===== src/hdl/dnswe_pkg.sv =====
// Package for the DNS name wire encoder: field widths, error codes,
// character constants, per-name state and result word types.
// Depends on nothing; every other file of the block uses it.
package dnswe_pkg;

  localparam int unsigned NameMaxBytesDefault  = 255;
  localparam int unsigned LabelMaxBytesDefault = 63;

  localparam int unsigned PosW   = 8;
  localparam int unsigned LenW   = 7;
  localparam int unsigned ErrW   = 3;
  localparam int unsigned MaxRes = 3;

  localparam logic [7:0] CharDash = 8'h2d;
  localparam logic [7:0] CharStar = 8'h2a;
  localparam logic [7:0] CharDot  = 8'h2e;

  typedef enum logic [ErrW-1:0] {
    ERR_NONE        = 3'd0,
    ERR_TOO_LONG    = 3'd1,
    ERR_LEADING_DOT = 3'd2,
    ERR_EMPTY_LABEL = 3'd3,
    ERR_BAD_CHAR    = 3'd4,
    ERR_LABEL_LONG  = 3'd5
  } err_e;

  typedef struct packed {
    logic [PosW-1:0] write_pos;
    logic [PosW-1:0] label_start;
    logic [LenW-1:0] label_len;
    logic [LenW-1:0] labels_done;
    logic            error_seen;
  } state_t;

  localparam state_t StateFresh = '{
    write_pos:   8'd1,
    label_start: 8'd0,
    label_len:   7'd0,
    labels_done: 7'd0,
    error_seen:  1'b0
  };

  typedef struct packed {
    logic [PosW-1:0] write_addr;
    logic [7:0]      write_byte;
    logic            write_valid;
    err_e            error_code;
    logic [7:0]      total_length;
    logic [LenW-1:0] label_count;
    logic            done_res;
  } res_t;

  // Everything one character produces: the next state and up to three words.
  typedef struct packed {
    state_t                next;
    res_t [MaxRes-1:0]     res;
    logic [1:0]            count;
  } step_t;

endpackage


===== src/hdl/dnswe_ifs.sv =====
// Handshake interfaces of the DNS name wire encoder: character input
// channel and wire-format write output channel. Depends on dnswe_pkg.
interface dnswe_char_if;
  logic       valid;
  logic       ready;
  logic [7:0] char_in;
  logic       final_char;

  modport source (output valid, output char_in, output final_char, input ready);
  modport sink   (input valid, input char_in, input final_char, output ready);
endinterface

interface dnswe_wr_if;
  logic                          valid;
  logic                          ready;
  logic [dnswe_pkg::PosW-1:0]    write_addr;
  logic [7:0]                    write_byte;
  logic                          write_valid;
  logic [dnswe_pkg::ErrW-1:0]    error_code;
  logic [7:0]                    total_length;
  logic [dnswe_pkg::LenW-1:0]    label_count;
  logic                          done_res;

  modport source (output valid, output write_addr, output write_byte, output write_valid,
                  output error_code, output total_length, output label_count,
                  output done_res, input ready);
  modport sink   (input valid, input write_addr, input write_byte, input write_valid,
                  input error_code, input total_length, input label_count,
                  input done_res, output ready);
endinterface


===== src/hdl/dnswe_step.sv =====
// Per-character encoding step: checks one character against the current
// name state and yields the next state and up to three write words.
// Depends on dnswe_pkg.
module dnswe_step #(
  parameter int unsigned NAME_MAX_BYTES  = dnswe_pkg::NameMaxBytesDefault,
  parameter int unsigned LABEL_MAX_BYTES = dnswe_pkg::LabelMaxBytesDefault
) (
  input  dnswe_pkg::state_t state_i,
  input  logic [7:0]        char_i,
  input  logic              final_i,
  output dnswe_pkg::step_t  step_o
);

  localparam logic [dnswe_pkg::PosW-1:0] PosLimit = dnswe_pkg::PosW'(NAME_MAX_BYTES - 2);
  localparam logic [dnswe_pkg::LenW-1:0] LenLimit = dnswe_pkg::LenW'(LABEL_MAX_BYTES);

  function automatic dnswe_pkg::res_t make_res(
    input logic [dnswe_pkg::PosW-1:0] addr,
    input logic [7:0]                 data,
    input logic                       wr,
    input dnswe_pkg::err_e            err,
    input logic [7:0]                 total,
    input logic [dnswe_pkg::LenW-1:0] labels,
    input logic                       done
  );
    dnswe_pkg::res_t r;
    r.write_addr   = addr;
    r.write_byte   = data;
    r.write_valid  = wr;
    r.error_code   = err;
    r.total_length = total;
    r.label_count  = labels;
    r.done_res     = done;
    return r;
  endfunction

  logic                         is_dot;
  logic                         is_upper;
  logic                         is_allowed;
  logic [7:0]                   lower_char;
  logic [dnswe_pkg::LenW-1:0]   len_inc;
  logic [dnswe_pkg::LenW-1:0]   labels_inc;
  logic [dnswe_pkg::PosW-1:0]   pos_inc;
  logic [dnswe_pkg::PosW-1:0]   pos_inc2;
  dnswe_pkg::err_e              err;

  assign is_dot     = (char_i == dnswe_pkg::CharDot);
  assign is_upper   = (char_i >= 8'h41) && (char_i <= 8'h5a);
  assign is_allowed = ((char_i >= 8'h30) && (char_i <= 8'h39)) ||
                      ((char_i >= 8'h61) && (char_i <= 8'h7a)) || is_upper ||
                      (char_i == dnswe_pkg::CharDash) || is_dot ||
                      (char_i == dnswe_pkg::CharStar);
  assign lower_char = is_upper ? (char_i + 8'd32) : char_i;
  assign len_inc    = state_i.label_len + 1'b1;
  assign labels_inc = state_i.labels_done + 1'b1;
  assign pos_inc    = state_i.write_pos + 1'b1;
  assign pos_inc2   = state_i.write_pos + 8'd2;

  // Checks in priority order; ERR_NONE lets the character through.
  always_comb begin
    err = dnswe_pkg::ERR_NONE;
    if (state_i.write_pos > PosLimit) begin
      err = dnswe_pkg::ERR_TOO_LONG;
    end else if (is_dot && (state_i.write_pos == 8'd1)) begin
      err = dnswe_pkg::ERR_LEADING_DOT;
    end else if (!is_allowed) begin
      err = dnswe_pkg::ERR_BAD_CHAR;
    end else if (is_dot && (state_i.label_len == '0)) begin
      err = dnswe_pkg::ERR_EMPTY_LABEL;
    end else if (!is_dot && (len_inc > LenLimit)) begin
      err = dnswe_pkg::ERR_LABEL_LONG;
    end
  end

  always_comb begin
    step_o.next  = state_i;
    step_o.res   = '0;
    step_o.count = 2'd0;
    if (state_i.error_seen) begin
      // Name already failed: swallow characters up to the end of the name.
      if (final_i) begin
        step_o.next = dnswe_pkg::StateFresh;
      end
    end else if (err != dnswe_pkg::ERR_NONE) begin
      step_o.res[0] = make_res('0, '0, 1'b0, err, '0, '0, 1'b1);
      step_o.count  = 2'd1;
      if (final_i) begin
        step_o.next = dnswe_pkg::StateFresh;
      end else begin
        step_o.next.error_seen = 1'b1;
      end
    end else if (is_dot) begin
      step_o.res[0] = make_res(state_i.label_start, {1'b0, state_i.label_len}, 1'b1,
                               dnswe_pkg::ERR_NONE, '0, '0, 1'b0);
      if (final_i) begin
        // A trailing dot closes the name in place of a terminator of its own.
        step_o.res[1] = make_res(state_i.write_pos, '0, 1'b1, dnswe_pkg::ERR_NONE,
                                 pos_inc, labels_inc, 1'b1);
        step_o.count  = 2'd2;
        step_o.next   = dnswe_pkg::StateFresh;
      end else begin
        step_o.count             = 2'd1;
        step_o.next.label_start  = state_i.write_pos;
        step_o.next.label_len    = '0;
        step_o.next.labels_done  = labels_inc;
        step_o.next.write_pos    = pos_inc;
      end
    end else begin
      step_o.res[0] = make_res(state_i.write_pos, lower_char, 1'b1, dnswe_pkg::ERR_NONE,
                               '0, '0, 1'b0);
      if (final_i) begin
        step_o.res[1] = make_res(state_i.label_start, {1'b0, len_inc}, 1'b1,
                                 dnswe_pkg::ERR_NONE, '0, '0, 1'b0);
        step_o.res[2] = make_res(pos_inc, '0, 1'b1, dnswe_pkg::ERR_NONE,
                                 pos_inc2, labels_inc, 1'b1);
        step_o.count  = 2'd3;
        step_o.next   = dnswe_pkg::StateFresh;
      end else begin
        step_o.count          = 2'd1;
        step_o.next.label_len = len_inc;
        step_o.next.write_pos = pos_inc;
      end
    end
  end

endmodule


===== src/hdl/dns_name_wire_encoder_unit.sv =====
// Top level of the DNS name wire encoder: name state registers, the
// per-character step and the three-word result register.
// Depends on dnswe_pkg, dnswe_ifs.sv (interfaces) and dnswe_step.
//
// The block turns a dotted domain name, one character per input word, into
// byte writes of the length-prefixed wire format. Label characters are written
// lowercased at their wire position; each dot writes the closed label's length
// at that label's start; the last character adds the last length byte and the
// zero terminator, the final word carrying the total wire length and the
// label count. A single trailing dot is dropped. On an error (name too long,
// leading dot, bad character, empty label, label too long) one word with
// done_res set and the error code is given, the writes already given for the
// name are to be discarded, and the block stays silent until the word that
// carries final_char. A character's words leave from a result register of three
// entries at one word per cycle while out_o.ready is high, and the input is held
// until the last of them leaves (a plain character or a dot gives one word, a
// trailing dot two, a final label character three); characters of a name after
// its error give no words. The next character is accepted in the cycle that the
// last pending word leaves.
module dns_name_wire_encoder_unit #(
  parameter int unsigned NAME_MAX_BYTES  = dnswe_pkg::NameMaxBytesDefault,
  parameter int unsigned LABEL_MAX_BYTES = dnswe_pkg::LabelMaxBytesDefault
) (
  input  logic              clk_i,
  input  logic              rst_ni,
  dnswe_char_if.sink        in_i,
  dnswe_wr_if.source        out_o
);

  // Name state: position, label bookkeeping and the error latch.
  dnswe_pkg::state_t state_q;
  dnswe_pkg::state_t state_d;

  // Result register: entry 0 is presented, later entries shift down on a pop.
  dnswe_pkg::res_t [dnswe_pkg::MaxRes-1:0] res_q;
  dnswe_pkg::res_t [dnswe_pkg::MaxRes-1:0] res_d;
  logic [1:0] cnt_q;
  logic [1:0] cnt_d;

  dnswe_pkg::step_t step;
  logic             in_fire;
  logic             out_fire;

  dnswe_step #(
    .NAME_MAX_BYTES (NAME_MAX_BYTES),
    .LABEL_MAX_BYTES(LABEL_MAX_BYTES)
  ) u_step (
    .state_i(state_q),
    .char_i (in_i.char_in),
    .final_i(in_i.final_char),
    .step_o (step)
  );

  // A new character is taken once the result register is empty, or will be
  // after the word leaving in this cycle.
  assign out_fire   = out_o.valid && out_o.ready;
  assign in_i.ready = (cnt_q == 2'd0) || ((cnt_q == 2'd1) && out_o.ready);
  assign in_fire    = in_i.valid && in_i.ready;

  always_comb begin
    state_d = state_q;
    res_d   = res_q;
    cnt_d   = cnt_q;
    if (out_fire) begin
      res_d[0] = res_q[1];
      res_d[1] = res_q[2];
      cnt_d    = cnt_q - 2'd1;
    end
    if (in_fire) begin
      state_d = step.next;
      res_d   = step.res;
      cnt_d   = step.count;
    end
  end

  always_ff @(posedge clk_i or negedge rst_ni) begin
    if (!rst_ni) begin
      state_q <= dnswe_pkg::StateFresh;
      cnt_q   <= 2'd0;
    end else begin
      state_q <= state_d;
      cnt_q   <= cnt_d;
    end
  end

  // Payload needs no reset: it is only seen while cnt_q is nonzero.
  always_ff @(posedge clk_i) begin
    res_q <= res_d;
  end

  assign out_o.valid        = (cnt_q != 2'd0);
  assign out_o.write_addr   = res_q[0].write_addr;
  assign out_o.write_byte   = res_q[0].write_byte;
  assign out_o.write_valid  = res_q[0].write_valid;
  assign out_o.error_code   = res_q[0].error_code;
  assign out_o.total_length = res_q[0].total_length;
  assign out_o.label_count  = res_q[0].label_count;
  assign out_o.done_res     = res_q[0].done_res;

  // The result register holds exactly the words of the last accepted character.
  a_load_count: assert property (@(posedge clk_i) disable iff (!rst_ni)
    in_fire |=> (cnt_q == $past(step.count)))
    else $error("result count does not match the accepted character");

  // An error word never carries a buffer write and always ends the name.
  a_error_word: assert property (@(posedge clk_i) disable iff (!rst_ni)
    (out_o.valid && (res_q[0].error_code != dnswe_pkg::ERR_NONE)) |->
      (!out_o.write_valid && out_o.done_res))
    else $error("error word carries a write or lacks done");

  // A successful name ends on the terminator write with at least one label.
  a_done_ok: assert property (@(posedge clk_i) disable iff (!rst_ni)
    (out_o.valid && out_o.done_res && (res_q[0].error_code == dnswe_pkg::ERR_NONE)) |->
      (out_o.write_valid && (out_o.write_byte == 8'd0) && (out_o.label_count != '0)))
    else $error("final word of a good name is malformed");

  // Nothing is taken while older words other than the leaving one wait.
  a_no_overrun: assert property (@(posedge clk_i) disable iff (!rst_ni)
    in_fire |-> ((cnt_q == 2'd0) || ((cnt_q == 2'd1) && out_fire)))
    else $error("character accepted over pending words");

endmodule


===== src/flat_wrapper.sv =====
// flat-port wrapper written by rule: the top's interface ports become plain ports
module dns_name_wire_encoder_unit_flat 
#(
  parameter int unsigned NAME_MAX_BYTES  = dnswe_pkg::NameMaxBytesDefault,
  parameter int unsigned LABEL_MAX_BYTES = dnswe_pkg::LabelMaxBytesDefault
)
  (clk_i, rst_ni, in_i_valid, in_i_char_in, in_i_final_char, in_i_ready, out_o_valid, out_o_write_addr, out_o_write_byte, out_o_write_valid, out_o_error_code, out_o_total_length, out_o_label_count, out_o_done_res, out_o_ready);
  dnswe_char_if in_i_i ();
  dnswe_wr_if out_o_i ();
  input  logic clk_i;
  input  logic rst_ni;
  input wire logic [$bits(in_i_i.valid)-1:0] in_i_valid;
  input wire logic [$bits(in_i_i.char_in)-1:0] in_i_char_in;
  input wire logic [$bits(in_i_i.final_char)-1:0] in_i_final_char;
  output wire logic [$bits(in_i_i.ready)-1:0] in_i_ready;
  output wire logic [$bits(out_o_i.valid)-1:0] out_o_valid;
  output wire logic [$bits(out_o_i.write_addr)-1:0] out_o_write_addr;
  output wire logic [$bits(out_o_i.write_byte)-1:0] out_o_write_byte;
  output wire logic [$bits(out_o_i.write_valid)-1:0] out_o_write_valid;
  output wire logic [$bits(out_o_i.error_code)-1:0] out_o_error_code;
  output wire logic [$bits(out_o_i.total_length)-1:0] out_o_total_length;
  output wire logic [$bits(out_o_i.label_count)-1:0] out_o_label_count;
  output wire logic [$bits(out_o_i.done_res)-1:0] out_o_done_res;
  input wire logic [$bits(out_o_i.ready)-1:0] out_o_ready;
  assign in_i_i.valid = in_i_valid;
  assign in_i_i.char_in = in_i_char_in;
  assign in_i_i.final_char = in_i_final_char;
  assign in_i_ready = in_i_i.ready;
  assign out_o_valid = out_o_i.valid;
  assign out_o_write_addr = out_o_i.write_addr;
  assign out_o_write_byte = out_o_i.write_byte;
  assign out_o_write_valid = out_o_i.write_valid;
  assign out_o_error_code = out_o_i.error_code;
  assign out_o_total_length = out_o_i.total_length;
  assign out_o_label_count = out_o_i.label_count;
  assign out_o_done_res = out_o_i.done_res;
  assign out_o_i.ready = out_o_ready;
  dns_name_wire_encoder_unit #(.NAME_MAX_BYTES(NAME_MAX_BYTES), .LABEL_MAX_BYTES(LABEL_MAX_BYTES)) u_core (.clk_i(clk_i), .rst_ni(rst_ni), .in_i(in_i_i), .out_o(out_o_i));
endmodule

===== config.mk =====
export PLATFORM = sky130hd
export DESIGN_NAME = dns_name_wire_encoder_unit_flat
export DESIGN_NICKNAME = d
export VERILOG_FILES = /design/src/hdl/dnswe_pkg.sv /design/src/hdl/dnswe_ifs.sv /design/src/hdl/dnswe_step.sv /design/src/hdl/dns_name_wire_encoder_unit.sv /design/src/flat_wrapper.sv
export SDC_FILE = /design/constraint.sdc
export NUM_CORES = 1
export LEC_CHECK = 0
export BUFFER_PORTS_ARGS = -buffer_cell sky130_fd_sc_hd__buf_2
export CORE_ASPECT_RATIO = 0.8
export CORE_MARGIN = 2
export CORE_UTILIZATION = 55
export DETAILED_ROUTE_END_ITERATION = 16
export GPL_ROUTABILITY_DRIVEN = 1
export HOLD_SLACK_MARGIN = 0.05
export PLACE_DENSITY_LB_ADDON = 0.3
export SYNTH_ARGS = -nofsm -noshare
export SYNTH_HDL_FRONTEND = slang
export SYNTH_SLANG_ARGS = --single-unit

===== constraint.sdc =====
create_clock -name clk_i -period 6.27 [get_ports clk_i]
set_input_delay 0.627 -clock clk_i [delete_from_list [all_inputs] [get_ports clk_i]]
set_output_delay 0.627 -clock clk_i [all_outputs]
set_load 0.05 [all_outputs]

# == Word level (Yosys, flattened, before mapping) ==
# Index checks and enable logic that the tools add are counted.
# W data, S select, Z words.
# op_classes
n_addsub,6
n_lt_le_gt_ge,8
n_eq_ne,7
mux,28
n_bitwise,1
n_reduce_logical,26
# op_table
cell,count
$mux W74,2
$mux W72,2
$mux W31,4
$mux W80,1
$mux W36,2
$mux W30,2
$mux W38,1
$eq A8 B6 Y1 const B,3
$mux W8,3
$ge A8 B7 Y1 const B,2
$le A8 B7 Y1 const B,2
$mux W3,5
$add A7 B1 Y7 const B,2
$logic_and A1 B1 Y1,9
$add A8 B1 Y8 const B,1
$add A8 B2 Y8 const B,1
$add A8 B6 Y8 const B,1
$eq A8 B1 Y1 const B,1
$ge A8 B6 Y1 const B,1
$gt A8 B8 Y1 const B,1
$le A8 B6 Y1 const B,1
$mux W2,4
$gt A7 B6 Y1 const B,1
$logic_not A7 Y1,1
other kinds (15),23
# word_totals
reg_bits,141
out_inout_bits,38
word_cells,103

# == Logic depth before layout (Yosys ltp) ==
# logic_depth
depth_word,14
ltp_mapped,11

# == Modules after synthesis ==
# From an unflattened synthesis, not the netlist that was laid out.
# hier_totals
hier_cells,685
area_unflattened_um2,8471.9
# modules_own_cells
module,instances,cells_each,area_per_inst_um2,seq_area_each_um2
dns_name_wire_encoder_unit,1,306,6057.1,4070.2
dnswe_step,1,379,2414.8,0.0

# == Least setup slack after synthesis ==
# Ideal clock, no wire load.
# synth_timing
kind,input port to flip-flop
from,in out_o_ready
to,reg u_core.state_q[13] (netlist name)
setup_ps,121
arrival_time_ps,2475
path_slack_ps,3674
cell_stages,7
path_buffers,1
path_cell_list,a21o_1 nand2_1 inv_1 nand2_1 o31a_1 buf_6 a22o_1
# synth_via
elab_chain_len,4
# synth_rtl
element,line,text
from (decl),flat_wrapper.sv:24,input wire logic [$bits(out_o_i.ready)-1:0] out_o_ready;
$logic_and A1 B1 Y1,dns_name_wire_encoder_unit.sv:57,assign in_i.ready = (cnt_q == 2'd0) || ((cnt_q == 2'd1) && out_o.ready);
$logic_or A1 B1 Y1,dns_name_wire_encoder_unit.sv:57,
$logic_and A1 B1 Y1,dns_name_wire_encoder_unit.sv:58,assign in_fire = in_i.valid && in_i.ready;
net u_core.in_fire,dns_name_wire_encoder_unit.sv:41,logic in_fire;
$reduce_and A3 Y1 (no line),n/a,
to (signal assigned),dns_name_wire_encoder_unit.sv:78,state_q <= dnswe_pkg::StateFresh;
to (signal assigned),dns_name_wire_encoder_unit.sv:81,state_q <= state_d;
to (decl),dns_name_wire_encoder_unit.sv:31,dnswe_pkg::state_t state_q;
# The timed path passes the listed nets, and every way through them passes these cells.
# A chain may end at the register's enable or synchronous reset.

==> impl_metrics.toml <==
[run_status]
status = "finished clean"

[routing]
route.detailed.wl_per_inst_um = 18.1
ant_nets = 0
drt_iter0_drc = 481
routed_via_density = 5.98
routed_wl_um = 13400
vias = 4433
drc = 0
first_pass_iters = 5

[synth]
synth_top_family_by_area = "simple AND/OR/NAND/NOR gates"
syn_area_mm2 = 0.00657
synth_nets = 609
synth_fa_ha_area_frac = 0.0228
synth-compound-area-share = 0.130
yosys_warnings = 0
async_flop_share = 0.264
ys.flop_type = "edfxtp_1"
synth.distinct_cells = 75
synth_mux_area_frac = 0.0263
yosys.area_share.simple = 0.163
synthTopCellsByArea = "edfxtp_1 42%, dfrtp_1 12%, buf_4 3.9%"
synthCells = 584
synth_edf_count = 92
synth_top_cell_area_share = 0.420
synth_area_per_cell_um2 = 11.3
synth_top_area_cell = "edfxtp_1"
synth_xor_area_frac = 0.0280
ys_seq_area_frac = 0.546
ys_ff_latch = 125

[critical_path]
crit_family = "simple AND/OR/NAND/NOR gates"
critPathSlowestCell = "buf_4"
endpoint_kind = "flip-flop"
crit_fanout = 64
rrSetupSlack_ns = 3.02
cp.required_ns = 6.48
cpPeakStageDelay_ns = 0.44
crit_buf_inv = 2
worstSetupPathType = "flip-flop to flip-flop"
crit_path_cell_trace = "inv_1, ha_1, a21o_1, nand2_2, buf_4, nor3_4, and2_1, nand4_4, o31ai_1"
cp-start-kind = "flip-flop"
cp.arrival_ns = 3.46

[pwr]
p_leak_nw = 2.80
pwr_density_cell_mw_per_mm2 = 441
ir_drop_uv = 294

[cts]
cts.sinks = 125
cts_made_buffers = 17
post_cts_buffers = 0
insertion_delay_ns = 0.41
cts_hold_buf = 0
cts_root_buffer = "clkbuf_16"
cts_tree = "done"
clockBufferDepth = 2
htreeDepth = 4
ctsResizeCount = 0
clkTransAtPathRegs_ns = 0.05

[sta]
max_freq_ghz = 0.308
hold_viol_final = 0
tightestPinTransition_ns = 0.916
setup_viol = 0
fin_crit_sh = 0.518
slew_headroom = 0.389
finalMaxSlewViolations = 0
setup-tns-final_ns = 0
finClkSkew_ns = 0.00806
rsz0062_at_grt = "no"
period_minus_slack_ns = 3.25

[place]
place.gp.congestion = 0.916
dp_hpwl_um = 8590
placed_cells = 710
io_buffers = 50

[global_routing]
antenna_found_initial = 0
grt_overflow = 0
grt_usage = 0.225
grt_pass1_vias = 4318
grt_max_degree = 70
grt_pass1_wl_um = 22500

[floorplan]
dieArea_mm2 = 0.0128
initial_core_util = 0.566
die_h_um = 102
placementRows = 35
dieWidth_um = 126
pin_count = 51
core_mm2 = 0.0116

[job]
cap_violations = 0

[final_layout]
final_layout_size_suffix_gt1_frac = 0.174
syn_to_final_growth_pct = 8.53
instances_no_fill = 741
fillers = 902
diodes = 0
multi_input_area_mm2 = 0.00244
seqCellArea_mm2 = 0.00359
finalNetCount = 606

[hold_path]
hp-class = "primary input to asynchronous set/reset pin"
==> layer usage <==
layer  up-vias  global-route usage  wire length, um
li1       2087                   -                -
met1      2160               0.326             6220
met2       170               0.335             6050
met3        16              0.0592              980
met4         0              0.0710              138
met5         -                   0                0
==> synth_stat cells (all sizes together), types with 2 or more instances <==
cell	n
and2	20
dfrtp	32
or3	2
a22o	7
nand2	69
and3	3
a41o	2
mux2i	15
nand2b	4
o41ai	9
nand4	6
and4	3
o21a	3
or4	2
or4b	2
nor4	5
nand3	14
xor2	13
mux2	2
buf	56
nor3b	3
xnor2	8
clkbuf	21
o22ai	3
o311ai	3
o21ai	50
nor2	17
ha	12
a31oi	4
nor3	31
a21o	2
inv	19
a21oi	9
and2b	2
a211o	3
o31ai	14
nor2b	4
edfxtp	92
==> stage by stage <==
step                area, um^2  setup slack [ns]  hold slack [ns]   util  power [mW]
finish                    7130              3.02            0.301  0.615        3.15
global route              7130              2.74            0.348  0.615        3.30
CTS                       7130              3.10            0.318  0.615        3.16
detailed placement        6570              3.03            0.503  0.566        2.23
global placement          6570              3.17            0.501  0.566        2.21
floorplan                 6570              3.67            0.331      -        2.11
==> state kept, by name, summed over array words and instances, names as in the netlist <==
signal	cells
u_core.cnt_q	2
u_core.out_o.done_res	1
u_core.out_o.error_code	3
u_core.out_o.label_count	7
u_core.out_o.total_length	8
u_core.out_o.write_addr	8
u_core.out_o.write_byte	8
u_core.out_o.write_valid	1
u_core.res_q	56
u_core.state_q	31
==> power by group <==
group,leakage (nW),internal [mW],total (mW),switching (mW)
Combinational,1.19,0.238,0.930,0.693
Clock,0.270,0.599,0.930,0.331
Sequential,1.34,1.17,1.28,0.110
Total,2.80,2.01,3.15,1.13
==> cell usage in the layout (no fill, tap or decap), types with 14 or more instances in the layout <==
cell	netlist	layout
buf_2	17	50
and2_1	20	20
clkbuf_16	0	17
inv_1	19	19
mux2i_1	15	15
o31ai_1	14	14
o21ai_0	33	33
nor2_1	17	17
o21ai_1	16	16
edfxtp_1	92	92
nand2_1	68	67
dfrtp_1	32	32
nor3_1	29	29
==> cell families (layout without fill, tap and decap cells) <==
family          after synthesis  after routing
mux                          17             17
other cells                   1              1
xor+xnor                     21             21
flops                       125            125
simple gates                191            191
buf+inv                      96            105
fa+ha+maj                    12             12
compound gates              121            121
==> cell type report <==
cell class | count | share of cell area
inverter | 19 | 0.0100
clock inverter | 8 | 0.0130
tap | 148 | 0.0260
clock buffer | 23 | 0.0656
multi-input combinational | 363 | 0.342
timing repair buffer | 55 | 0.0403
sequential | 125 | 0.503
==> worst paths after layout <==
kind / start / endpoint / cells past startpoint
setup / recovery: u_core.cnt_q[0] / u_core.res_q[39] / 9
hold reg to reg: u_core.res_q[41] / u_core.out_o.label_count[4] / 1
hold / removal: rst_ni / u_core.state_q[1] / 1
min in group clk_i: u_core.res_q[41] / u_core.out_o.label_count[4] / 1
max in group asynchronous: rst_ni / u_core.state_q[17] / 1
setup reg to reg: u_core.cnt_q[0] / u_core.res_q[39] / 9
Power figures use the tool's default switching activity.
